`src/hw/rtl/aabbcr_pkg.sv`:
```
// Shared types and constants for the AABB collision resolver.
package aabbcr_pkg;

	localparam int COORD_BITS_DEF = 24;
	localparam int CFG_ADDR_W = 4;
	localparam int CFG_DATA_W = 32;
	localparam int CFG_REG_W = 16;

	// register index (paddr[3:2])
	localparam logic [1:0] REG_WARP_MARGIN = 2'd0;
	localparam logic [1:0] REG_FLOOR_SNAP_BAND = 2'd1;
	localparam logic [1:0] REG_FRAME_TIME = 2'd2;

	localparam logic [CFG_REG_W-1:0] WARP_MARGIN_RST = 16'd512;
	localparam logic [CFG_REG_W-1:0] FLOOR_SNAP_BAND_RST = 16'd2560;
	localparam logic [CFG_REG_W-1:0] FRAME_TIME_RST = 16'd1092;

	typedef enum logic [2:0] {
		SIDE_NONE = 3'd0,
		SIDE_LEFT = 3'd1,
		SIDE_RIGHT = 3'd2,
		SIDE_TOP = 3'd3,
		SIDE_BOTTOM = 3'd4
	} side_t;

	typedef struct packed {
		logic [CFG_REG_W-1:0] warp_margin;
		logic [CFG_REG_W-1:0] floor_snap_band;
		logic [CFG_REG_W-1:0] frame_time;
	} cfg_t;

endpackage

```
`src/hw/rtl/aabbcr_cfg.sv`:
```
// APB register file holding the resolver configuration.
module aabbcr_cfg (
	input  logic                                 clk,
	input  logic                                 arst_n,
	input  logic                                 psel,
	input  logic                                 penable,
	input  logic                                 pwrite,
	input  logic [aabbcr_pkg::CFG_ADDR_W-1:0]   paddr,
	input  logic [aabbcr_pkg::CFG_DATA_W-1:0]   pwdata,
	output logic [aabbcr_pkg::CFG_DATA_W-1:0]   prdata,
	output logic                                 pready,
	output aabbcr_pkg::cfg_t                     cfg
);
	import aabbcr_pkg::*;

	cfg_t cfg_q;
	logic wr_en;

	assign pready = 1'b1;
	assign wr_en = psel && penable && pwrite && pready;
	assign cfg = cfg_q;

	always_ff @(posedge clk or negedge arst_n) begin
		if (!arst_n) begin
			cfg_q.warp_margin <= WARP_MARGIN_RST;
			cfg_q.floor_snap_band <= FLOOR_SNAP_BAND_RST;
			cfg_q.frame_time <= FRAME_TIME_RST;
		end else if (wr_en) begin
			case (paddr[3:2])
				REG_WARP_MARGIN: cfg_q.warp_margin <= pwdata[CFG_REG_W-1:0];
				REG_FLOOR_SNAP_BAND: cfg_q.floor_snap_band <= pwdata[CFG_REG_W-1:0];
				REG_FRAME_TIME: cfg_q.frame_time <= pwdata[CFG_REG_W-1:0];
				default: ;
			endcase
		end
	end

	always_comb begin
		case (paddr[3:2])
			REG_WARP_MARGIN: prdata = CFG_DATA_W'(cfg_q.warp_margin);
			REG_FLOOR_SNAP_BAND: prdata = CFG_DATA_W'(cfg_q.floor_snap_band);
			REG_FRAME_TIME: prdata = CFG_DATA_W'(cfg_q.frame_time);
			default: prdata = '0;
		endcase
	end

endmodule

```
`src/hw/rtl/aabbcr_resolve.sv`:
```
// Single-block collision response: overlap test, side pick, fixes, push-out.
module aabbcr_resolve #(
	parameter int COORD_BITS = aabbcr_pkg::COORD_BITS_DEF
) (
	input  aabbcr_pkg::cfg_t                cfg,
	input  logic signed [COORD_BITS-1:0]    body_x,
	input  logic signed [COORD_BITS-1:0]    body_y,
	input  logic        [COORD_BITS-2:0]    body_w,
	input  logic        [COORD_BITS-2:0]    body_h,
	input  logic signed [COORD_BITS-1:0]    body_vx,
	input  logic signed [COORD_BITS-1:0]    body_vy,
	input  logic        [COORD_BITS-2:0]    body_travel,
	input  logic signed [COORD_BITS-1:0]    blk_x,
	input  logic signed [COORD_BITS-1:0]    blk_y,
	input  logic        [COORD_BITS-2:0]    blk_w,
	input  logic        [COORD_BITS-2:0]    blk_h,
	output logic signed [COORD_BITS-1:0]    new_x,
	output logic signed [COORD_BITS-1:0]    new_y,
	output logic signed [COORD_BITS-1:0]    new_vx,
	output logic signed [COORD_BITS-1:0]    new_vy,
	output aabbcr_pkg::side_t               side
);
	import aabbcr_pkg::*;

	// doubled centres need two extra bits, their difference one more
	localparam int W = COORD_BITS + 3;

	logic signed [W-1:0] px, py, sx, sy, bx, by, bw, bh;
	logic signed [W-1:0] d2x, d2y, absx, absy, ox, oy;
	logic signed [W-1:0] limit, foot, snap_lim, depth, push_x, push_y;
	logic gx, gy, overlap, vy_neg;
	side_t side_h, side_v, pick;

	function automatic logic signed [COORD_BITS-1:0] sat_coord(input logic signed [W-1:0] v);
		logic signed [COORD_BITS-1:0] r;
		if (v[W-1:COORD_BITS-1] == {(W-COORD_BITS+1){v[W-1]}})
			r = v[COORD_BITS-1:0];
		else
			r = {v[W-1], {(COORD_BITS-1){~v[W-1]}}};
		return r;
	endfunction

	assign px = W'(body_x);
	assign py = W'(body_y);
	assign sx = W'(body_w);
	assign sy = W'(body_h);
	assign bx = W'(blk_x);
	assign by = W'(blk_y);
	assign bw = W'(blk_w);
	assign bh = W'(blk_h);

	assign overlap = (px < bx + bw) && (px + sx > bx) && (py < by + bh) && (py + sy > by);

	assign d2x = ((px <<< 1) + sx) - ((bx <<< 1) + bw);
	assign d2y = ((py <<< 1) + sy) - ((by <<< 1) + bh);
	assign absx = d2x[W-1] ? -d2x : d2x;
	assign absy = d2y[W-1] ? -d2y : d2y;
	// sum of sizes and doubled centre gap share parity, so the halving is exact
	assign ox = ((sx + bw) - absx) >>> 1;
	assign oy = ((sy + bh) - absy) >>> 1;
	assign gx = !d2x[W-1] && (d2x != '0);
	assign gy = !d2y[W-1] && (d2y != '0);

	assign limit = W'(body_travel) + W'(cfg.warp_margin);
	assign foot = py + sy;
	assign snap_lim = by + W'(cfg.floor_snap_band);
	assign vy_neg = body_vy[COORD_BITS-1];

	assign side_h = gx ? SIDE_LEFT : SIDE_RIGHT;
	assign side_v = gy ? SIDE_TOP : SIDE_BOTTOM;

	always_comb begin
		if (ox < oy) begin
			pick = side_h;
			depth = ox;
		end else begin
			pick = side_v;
			depth = oy;
		end
		if (pick == SIDE_LEFT || pick == SIDE_RIGHT) begin
			if (depth > limit) begin
				// push too large for one frame of travel: treat as vertical
				pick = side_v;
				depth = oy;
			end else if (foot >= by && foot <= snap_lim && !vy_neg) begin
				pick = SIDE_BOTTOM;
				depth = foot - by;
			end
		end
		if (pick == SIDE_BOTTOM && vy_neg) begin
			pick = side_h;
			depth = ox;
		end
		if (!overlap || depth[W-1] || depth == '0)
			pick = SIDE_NONE;
	end

	assign side = pick;
	assign push_x = (pick == SIDE_LEFT) ? px + depth : px - depth;
	assign push_y = (pick == SIDE_TOP) ? py + depth : py - depth;

	always_comb begin
		new_x = body_x;
		new_y = body_y;
		new_vx = body_vx;
		new_vy = body_vy;
		case (pick)
			SIDE_LEFT: begin
				new_x = sat_coord(push_x);
				if (body_vx[COORD_BITS-1])
					new_vx = '0;
			end
			SIDE_RIGHT: begin
				new_x = sat_coord(push_x);
				if (!body_vx[COORD_BITS-1] && body_vx != '0)
					new_vx = '0;
			end
			SIDE_TOP: begin
				new_y = sat_coord(push_y);
				new_vy = '0;
			end
			SIDE_BOTTOM: begin
				new_y = sat_coord(push_y);
				if (!vy_neg && body_vy != '0)
					new_vy = '0;
			end
			default: ;
		endcase
	end

endmodule

```
`src/hw/rtl/aabb_collision_resolver_core.sv`:
```
// AABB collision resolver top level: input register, body state, result register.
// Flow: an accepted input beat is held in the stage-1 register, resolved, and presented
// from the result register.
// Throughput: one item per cycle unless m_tready stalls the result; the body state is
// updated by the stage-1 item in the same cycle, so each block sees the previous block's push.
// Reset (arst_n low) clears body state, flags, ceiling rectangle and both
// pipeline stages, and loads the configuration registers with their defaults.
module aabb_collision_resolver_core #(
	parameter int COORD_BITS = aabbcr_pkg::COORD_BITS_DEF
) (
	input  logic                                      clk,
	input  logic                                      arst_n,
	input  logic                                      psel,
	input  logic                                      penable,
	input  logic                                      pwrite,
	input  logic [aabbcr_pkg::CFG_ADDR_W-1:0]        paddr,
	input  logic [aabbcr_pkg::CFG_DATA_W-1:0]        pwdata,
	output logic [aabbcr_pkg::CFG_DATA_W-1:0]        prdata,
	output logic                                      pready,
	input  logic                                      s_tvalid,
	output logic                                      s_tready,
	// rect_x, rect_y, rect_w, rect_h, speed_x, speed_y
	input  logic [((6*COORD_BITS+5)/8)*8-1:0]         s_tdata,
	// mode
	input  logic                                      s_tuser,
	output logic                                      m_tvalid,
	input  logic                                      m_tready,
	// pos_x, pos_y, vel_x, vel_y, grounded, ceiling_hit, ceiling_x, ceiling_y,
	// ceiling_w, ceiling_h, push_side
	output logic [((8*COORD_BITS+10)/8)*8-1:0]        m_tdata
);
	import aabbcr_pkg::*;

	localparam int CB = COORD_BITS;
	localparam int OUT_W = ((8*COORD_BITS+10)/8)*8;

	cfg_t cfg;

	logic accept_in, advance;
	logic signed [CB-1:0] in_speed_x;
	logic [CB-1:0] abs_speed_x;
	logic [CB+15:0] travel_prod;
	logic [CB-1:0] abs_body_vx;
	logic [CB+15:0] idle_prod;

	logic valid_s1, mode_s1;
	logic signed [CB-1:0] rect_x_s1, rect_y_s1, speed_x_s1, speed_y_s1;
	logic [CB-2:0] rect_w_s1, rect_h_s1, travel_s1;

	logic signed [CB-1:0] body_x_q, body_y_q, body_vx_q, body_vy_q;
	logic [CB-2:0] body_w_q, body_h_q, body_travel_q;
	logic grounded_q, ceil_hit_q;
	logic signed [CB-1:0] ceil_x_q, ceil_y_q;
	logic [CB-2:0] ceil_w_q, ceil_h_q;

	logic signed [CB-1:0] res_x, res_y, res_vx, res_vy;
	side_t res_side;

	logic signed [CB-1:0] nx_x, nx_y, nx_vx, nx_vy, nx_ceil_x, nx_ceil_y;
	logic [CB-2:0] nx_w, nx_h, nx_travel, nx_ceil_w, nx_ceil_h;
	logic nx_grounded, nx_ceil_hit;
	side_t nx_side;

	logic m_valid_q;
	logic [OUT_W-1:0] m_data_q;

	aabbcr_cfg u_cfg (
		.clk     (clk),
		.arst_n  (arst_n),
		.psel    (psel),
		.penable (penable),
		.pwrite  (pwrite),
		.paddr   (paddr),
		.pwdata  (pwdata),
		.prdata  (prdata),
		.pready  (pready),
		.cfg     (cfg)
	);

	assign advance = valid_s1 && (!m_valid_q || m_tready);
	assign s_tready = !valid_s1 || !m_valid_q || m_tready;
	assign accept_in = s_tvalid && s_tready;

	// per-frame horizontal travel of a body beat, precomputed ahead of stage 1
	assign in_speed_x = s_tdata[5*CB-3:4*CB-2];
	assign abs_speed_x = in_speed_x[CB-1] ? CB'(-in_speed_x) : CB'(in_speed_x);
	assign travel_prod = (CB+16)'(abs_speed_x) * (CB+16)'(cfg.frame_time);

	// travel of the held body, refreshed in idle cycles so a new frame_time takes effect
	assign abs_body_vx = body_vx_q[CB-1] ? CB'(-body_vx_q) : CB'(body_vx_q);
	assign idle_prod = (CB+16)'(abs_body_vx) * (CB+16)'(cfg.frame_time);

	always_ff @(posedge clk or negedge arst_n) begin
		if (!arst_n) begin
			valid_s1 <= 1'b0;
		end else if (accept_in) begin
			valid_s1 <= 1'b1;
		end else if (advance) begin
			valid_s1 <= 1'b0;
		end
	end

	always_ff @(posedge clk) begin
		if (accept_in) begin
			mode_s1 <= s_tuser;
			rect_x_s1 <= s_tdata[CB-1:0];
			rect_y_s1 <= s_tdata[2*CB-1:CB];
			rect_w_s1 <= s_tdata[3*CB-2:2*CB];
			rect_h_s1 <= s_tdata[4*CB-3:3*CB-1];
			speed_x_s1 <= in_speed_x;
			speed_y_s1 <= s_tdata[6*CB-3:5*CB-2];
			travel_s1 <= travel_prod[CB+14:16];
		end
	end

	aabbcr_resolve #(.COORD_BITS(COORD_BITS)) u_resolve (
		.cfg         (cfg),
		.body_x      (body_x_q),
		.body_y      (body_y_q),
		.body_w      (body_w_q),
		.body_h      (body_h_q),
		.body_vx     (body_vx_q),
		.body_vy     (body_vy_q),
		.body_travel (body_travel_q),
		.blk_x       (rect_x_s1),
		.blk_y       (rect_y_s1),
		.blk_w       (rect_w_s1),
		.blk_h       (rect_h_s1),
		.new_x       (res_x),
		.new_y       (res_y),
		.new_vx      (res_vx),
		.new_vy      (res_vy),
		.side        (res_side)
	);

	always_comb begin
		nx_ceil_x = ceil_x_q;
		nx_ceil_y = ceil_y_q;
		nx_ceil_w = ceil_w_q;
		nx_ceil_h = ceil_h_q;
		nx_w = body_w_q;
		nx_h = body_h_q;
		if (!mode_s1) begin
			nx_x = rect_x_s1;
			nx_y = rect_y_s1;
			nx_w = rect_w_s1;
			nx_h = rect_h_s1;
			nx_vx = speed_x_s1;
			nx_vy = speed_y_s1;
			nx_travel = travel_s1;
			nx_grounded = 1'b0;
			nx_ceil_hit = 1'b0;
			nx_side = SIDE_NONE;
		end else begin
			nx_x = res_x;
			nx_y = res_y;
			nx_vx = res_vx;
			nx_vy = res_vy;
			// vel_x only changes by being zeroed, and zero speed means zero travel
			nx_travel = (res_vx == '0) ? '0 : body_travel_q;
			nx_grounded = grounded_q || (res_side == SIDE_BOTTOM);
			nx_ceil_hit = ceil_hit_q || (res_side == SIDE_TOP);
			nx_side = res_side;
			if (res_side == SIDE_TOP) begin
				nx_ceil_x = rect_x_s1;
				nx_ceil_y = rect_y_s1;
				nx_ceil_w = rect_w_s1;
				nx_ceil_h = rect_h_s1;
			end
		end
	end

	always_ff @(posedge clk or negedge arst_n) begin
		if (!arst_n) begin
			body_x_q <= '0;
			body_y_q <= '0;
			body_w_q <= '0;
			body_h_q <= '0;
			body_vx_q <= '0;
			body_vy_q <= '0;
			body_travel_q <= '0;
			grounded_q <= 1'b0;
			ceil_hit_q <= 1'b0;
			ceil_x_q <= '0;
			ceil_y_q <= '0;
			ceil_w_q <= '0;
			ceil_h_q <= '0;
		end else if (advance) begin
			body_x_q <= nx_x;
			body_y_q <= nx_y;
			body_w_q <= nx_w;
			body_h_q <= nx_h;
			body_vx_q <= nx_vx;
			body_vy_q <= nx_vy;
			body_travel_q <= nx_travel;
			grounded_q <= nx_grounded;
			ceil_hit_q <= nx_ceil_hit;
			ceil_x_q <= nx_ceil_x;
			ceil_y_q <= nx_ceil_y;
			ceil_w_q <= nx_ceil_w;
			ceil_h_q <= nx_ceil_h;
		end else begin
			body_travel_q <= idle_prod[CB+14:16];
		end
	end

	always_ff @(posedge clk or negedge arst_n) begin
		if (!arst_n) begin
			m_valid_q <= 1'b0;
		end else if (advance) begin
			m_valid_q <= 1'b1;
		end else if (m_tready) begin
			m_valid_q <= 1'b0;
		end
	end

	always_ff @(posedge clk) begin
		if (advance) begin
			m_data_q <= OUT_W'({nx_side, nx_ceil_h, nx_ceil_w, nx_ceil_y, nx_ceil_x,
				nx_ceil_hit, nx_grounded, nx_vy, nx_vx, nx_y, nx_x});
		end
	end

	assign m_tvalid = m_valid_q;
	assign m_tdata = m_data_q;

endmodule

```
`config.mk`:
```
export PLATFORM = sky130hd
export DESIGN_NAME = aabb_collision_resolver_core
export DESIGN_NICKNAME = d
export VERILOG_FILES = /design/src/hw/rtl/aabbcr_pkg.sv /design/src/hw/rtl/aabbcr_cfg.sv /design/src/hw/rtl/aabbcr_resolve.sv /design/src/hw/rtl/aabb_collision_resolver_core.sv
export SDC_FILE = /design/constraint.sdc
export NUM_CORES = 2
export LEC_CHECK = 0
export BUFFER_PORTS_ARGS = -buffer_cell sky130_fd_sc_hd__buf_2
export CAP_MARGIN = 20
export CORE_MARGIN = 8
export CORE_UTILIZATION = 55
export CTS_BUF_LIST = sky130_fd_sc_hd__clkbuf_8
export DETAILED_ROUTE_END_ITERATION = 12
export HOLD_SLACK_MARGIN = 0.1
export MAX_ROUTING_LAYER = met4
export PLACE_DENSITY = 0.72
export SLEW_MARGIN = 20
export SYNTH_ARGS = -nofsm -noshare
export SYNTH_HDL_FRONTEND = slang
export SYNTH_HIERARCHICAL = 1
export SYNTH_SLANG_ARGS = --single-unit
```
`constraint.sdc`:
```
create_clock -name clk -period 50.9 [get_ports clk]
set_clock_uncertainty 0.1 [all_clocks]
set_input_delay 2.545 -clock clk [delete_from_list [all_inputs] [get_ports clk]]
set_output_delay 2.545 -clock clk [all_outputs]
set_load 0.005 [all_outputs]
```
==> flow_metrics.env <==
export IMPL_status="completed"
export IMPL_synth_top_area_share_pct=18.5
export IMPL_first_pass_iters=5
export IMPL_r2r_end="body_y_q[1]"
export IMPL_fin_nets=9893
export IMPL_dpl_worst_slack_ps=28270
export IMPL_yosysUniqueCellTypes=118
export IMPL_synth_yosys_seq_area_share_pct=24.3
export IMPL_reg2reg_from="rect_y_s1[12]"
export IMPL_clock_latency_ps=860
export IMPL_setup_tns_ps=0
export IMPL_routed_via_density=5.87
export IMPL_clk_path_buf_depth=3
export IMPL_grt_pass1_vias=61800
export IMPL_layout_min_cycle_time_ps=23280
export IMPL_die_h_microns=389
export IMPL_final_common_cell="inv_1"
export IMPL_port_buffers=380
export IMPL_synthXorXnorAreaFrac_pct=5.79
export IMPL_antenna_found_initial=20
export IMPL_rsz0062_at_grt="false"
export IMPL_syn_to_final_growth_pct=8.30
export IMPL_fin_crit_sh_pct=45.7
export IMPL_grtUsageMet3_pct=5.38
export IMPL_hold_class="register to register"
export IMPL_max_stage_delay_ps=930
export IMPL_synth_top_family_by_area="adder cells"
export IMPL_synth_simple_area_share_pct=13.3
export IMPL_whs_ps=380
export IMPL_cts_tree="yes"
export IMPL_drc=0
export IMPL_synthAdderAreaFrac_pct=30.2
export IMPL_top_usage_layer="met2"
export IMPL_grtUsageTotal_pct=30.5
export IMPL_clock_fmax_mhz=43.0
export IMPL_critical_path_class="register to register"
export IMPL_die_x_microns=389
export IMPL_min_to="ceil_hit_q"
export IMPL_setup_viol=0
export IMPL_mostFrequentLayoutCells="inv_1, nand2_1, ha_1, fa_1, a21oi_1"
export IMPL_r2r_cells=83
export IMPL_start_util_pct=55.1
export IMPL_ios=423
export IMPL_coreArea_sq_mm=0.139
export IMPL_critical_path_slowest_cell="a2111oi_0"
export IMPL_num_rows=137
export IMPL_required_ps=51560
export IMPL_place_hpwl_microns=179000
export IMPL_gp_congestion=0.993
export IMPL_r2r_slack_ps=27620
export IMPL_setup_worst_path_end_class="register"
export IMPL_cts_setup_buffers=0
export IMPL_timing_final_ws_setup_ps=27620
export IMPL_maxSlewHeadroom_pct=14.3
export IMPL_dr_first_iter_drc_count=4622
export IMPL_synth_compound_area_share_pct=12.0
export IMPL_cp_start_kind="register"
export IMPL_grt_ovfl_total=0
export IMPL_drive_above_1_share_pct=14.5
export IMPL_postSynth_asyncResetShare_pct=46.3
export IMPL_grtUsageMet2_pct=49.8
export IMPL_tightest_slew_ps=1270
export IMPL_cts_made_buffers=113
export IMPL_hold_start="ceil_hit_q"
export IMPL_maxCapViolations=0
export IMPL_synth_edf_count=361
export IMPL_synth_area_sq_mm=0.0765
export IMPL_path_common_cell="a21oi_1"
export IMPL_routed_wl_microns=227000
export IMPL_die_area_sq_mm=0.151
export IMPL_cts_sinks=672
export IMPL_arrival_ps=23950
export IMPL_ys_top_cells_by_area="fa_1, edfxtp_1, ha_1"
export IMPL_htreeDepth=3
export IMPL_synth_avg_cell_area_sq_um=9.60
export IMPL_yosys_area_top_type="fa_1"
export IMPL_grtUsageMet1_pct=38.2
export IMPL_hold_violations=0
export IMPL_cts_root_buf="clkbuf_8"
export IMPL_synth_ff_type="edfxtp_1"
export IMPL_clkSlewWorstSetupHoldPaths_ps=60
export IMPL_ant_nets=0
export IMPL_grt_max_degree=92
export IMPL_ys_seq_elements=672
export IMPL_hold_buffers=0
export IMPL_cts_resized_gates=0
export IMPL_nFillCells=11700
export IMPL_final_max_slew_viol_count=0
export IMPL_yosysWarnings=6
export IMPL_largest_register_ffs=195
export IMPL_synth_area_mux_share_pct=7.13
export IMPL_cp_max_fo=30
export IMPL_postSynthCellCount=7971
export IMPL_grt_pass1_wl_microns=355000
export IMPL_routedWlPerCell_microns=22.3
export IMPL_whs_path_depth=2
export IMPL_vias=59900
==> worst max-delay path: cells and delay by family (launching register included) <==
kind / cells / cell delay [ps]
muxes: 4 / 1470
AOI/OAI and AO/OA: 47 / 11300
adders and majority gates: 9 / 3780
DFF: 1 / 710
buffers and inverters: 5 / 1030
and+or+nand+nor: 14 / 3490
xor gates and xnor gates: 4 / 1160
==> how the worst max path moves through the flow <==
stage	startpoint	endpoint	cells past startpoint
finish	rect_y_s1[12]	body_y_q[1]	83
detailed placement	rect_x_s1[4]	body_y_q[1]	81
floorplan	body_y_q[1]	body_y_q[1]	93
global route	body_x_q[1]	body_y_q[2]	82
CTS	rect_y_s1[12]	body_y_q[1]	83
global placement	rect_y_s1[12]	body_y_q[1]	83
==> Yosys cell counts (12+ instances only) <==
| cell | count |
|---|---|
| dfrtp_1 | 305 |
| nand4_1 | 61 |
| nor2b_1 | 58 |
| edfxtp_1 | 361 |
| and3_1 | 37 |
| a211oi_1 | 30 |
| buf_4 | 29 |
| o221a_1 | 21 |
| xnor2_1 | 366 |
| a31o_2 | 13 |
| or2_2 | 15 |
| mux2i_1 | 45 |
| o21a_1 | 45 |
| inv_1 | 1083 |
| buf_2 | 25 |
| xor2_1 | 134 |
| o31ai_1 | 34 |
| a21oi_1 | 435 |
| clkbuf_1 | 228 |
| buf_1 | 19 |
| nand2_1 | 892 |
| o2111ai_1 | 12 |
| a31oi_1 | 31 |
| o21ai_0 | 210 |
| nand2b_1 | 46 |
| o41ai_1 | 13 |
| o22ai_1 | 12 |
| nor4_1 | 36 |
| o21ai_1 | 28 |
| a211o_1 | 20 |
| and4_1 | 14 |
| nor2_1 | 267 |
| mux2_2 | 430 |
| or3_1 | 32 |
| or4_1 | 16 |
| nand3_1 | 102 |
| o211ai_1 | 34 |
| and2_1 | 383 |
| nor3_1 | 86 |
| a221oi_1 | 27 |
| a21o_1 | 137 |
| o21ai_2 | 22 |
| ha_1 | 718 |
| o21bai_1 | 148 |
| fa_1 | 707 |
==> per-layer routing <==
layer  share of wire [%]  vias up
li1                    -    27500
met1                  41    29800
met2                  47     2098
met3                 7.3      438
met4                 4.2        0
met5                   0        -
==> area by class of cell <==
| type | count | area [sq um] | share of cell area, % |
|---|---|---|---|
| diodes | 18 | 45.0 | 0.0543 |
| clock buffers | 119 | 1640 | 1.98 |
| clock inverters | 94 | 713 | 0.860 |
| inverters | 1083 | 4070 | 4.91 |
| multi-input cells | 5925 | 52800 | 63.7 |
| flip-flops and latches | 672 | 18600 | 22.5 |
| well taps | 1807 | 2260 | 2.73 |
| repair buffers | 485 | 2720 | 3.28 |
==> through the flow <==
| stage | cell area, sq um | utilization [%] | std cells |
|---|---|---|---|
| CTS | 82800 | 59.6 | 10200 |
| global placement | 80400 | 57.9 | 9969 |
| finish | 82900 | 59.7 | 10200 |
| detailed placement | 80400 | 57.9 | 9969 |
| floorplan | 76600 | - | 7990 |
| global route | 82900 | 59.7 | 10200 |
==> logic make-up (layout without fill, tap and decap cells) <==
family / count (synthesis) / after routing
buf+inv: 1393 / 1781
mux: 486 / 486
flops: 672 / 672
compound gates: 1390 / 1390
other cells: 4 / 41
fa+ha+maj: 1426 / 1426
simple gates: 2097 / 2097
xor+xnor: 503 / 503
Power is not shown: default switching activity piles up to over one toggle a cycle in this logic, so the estimate is an artifact.
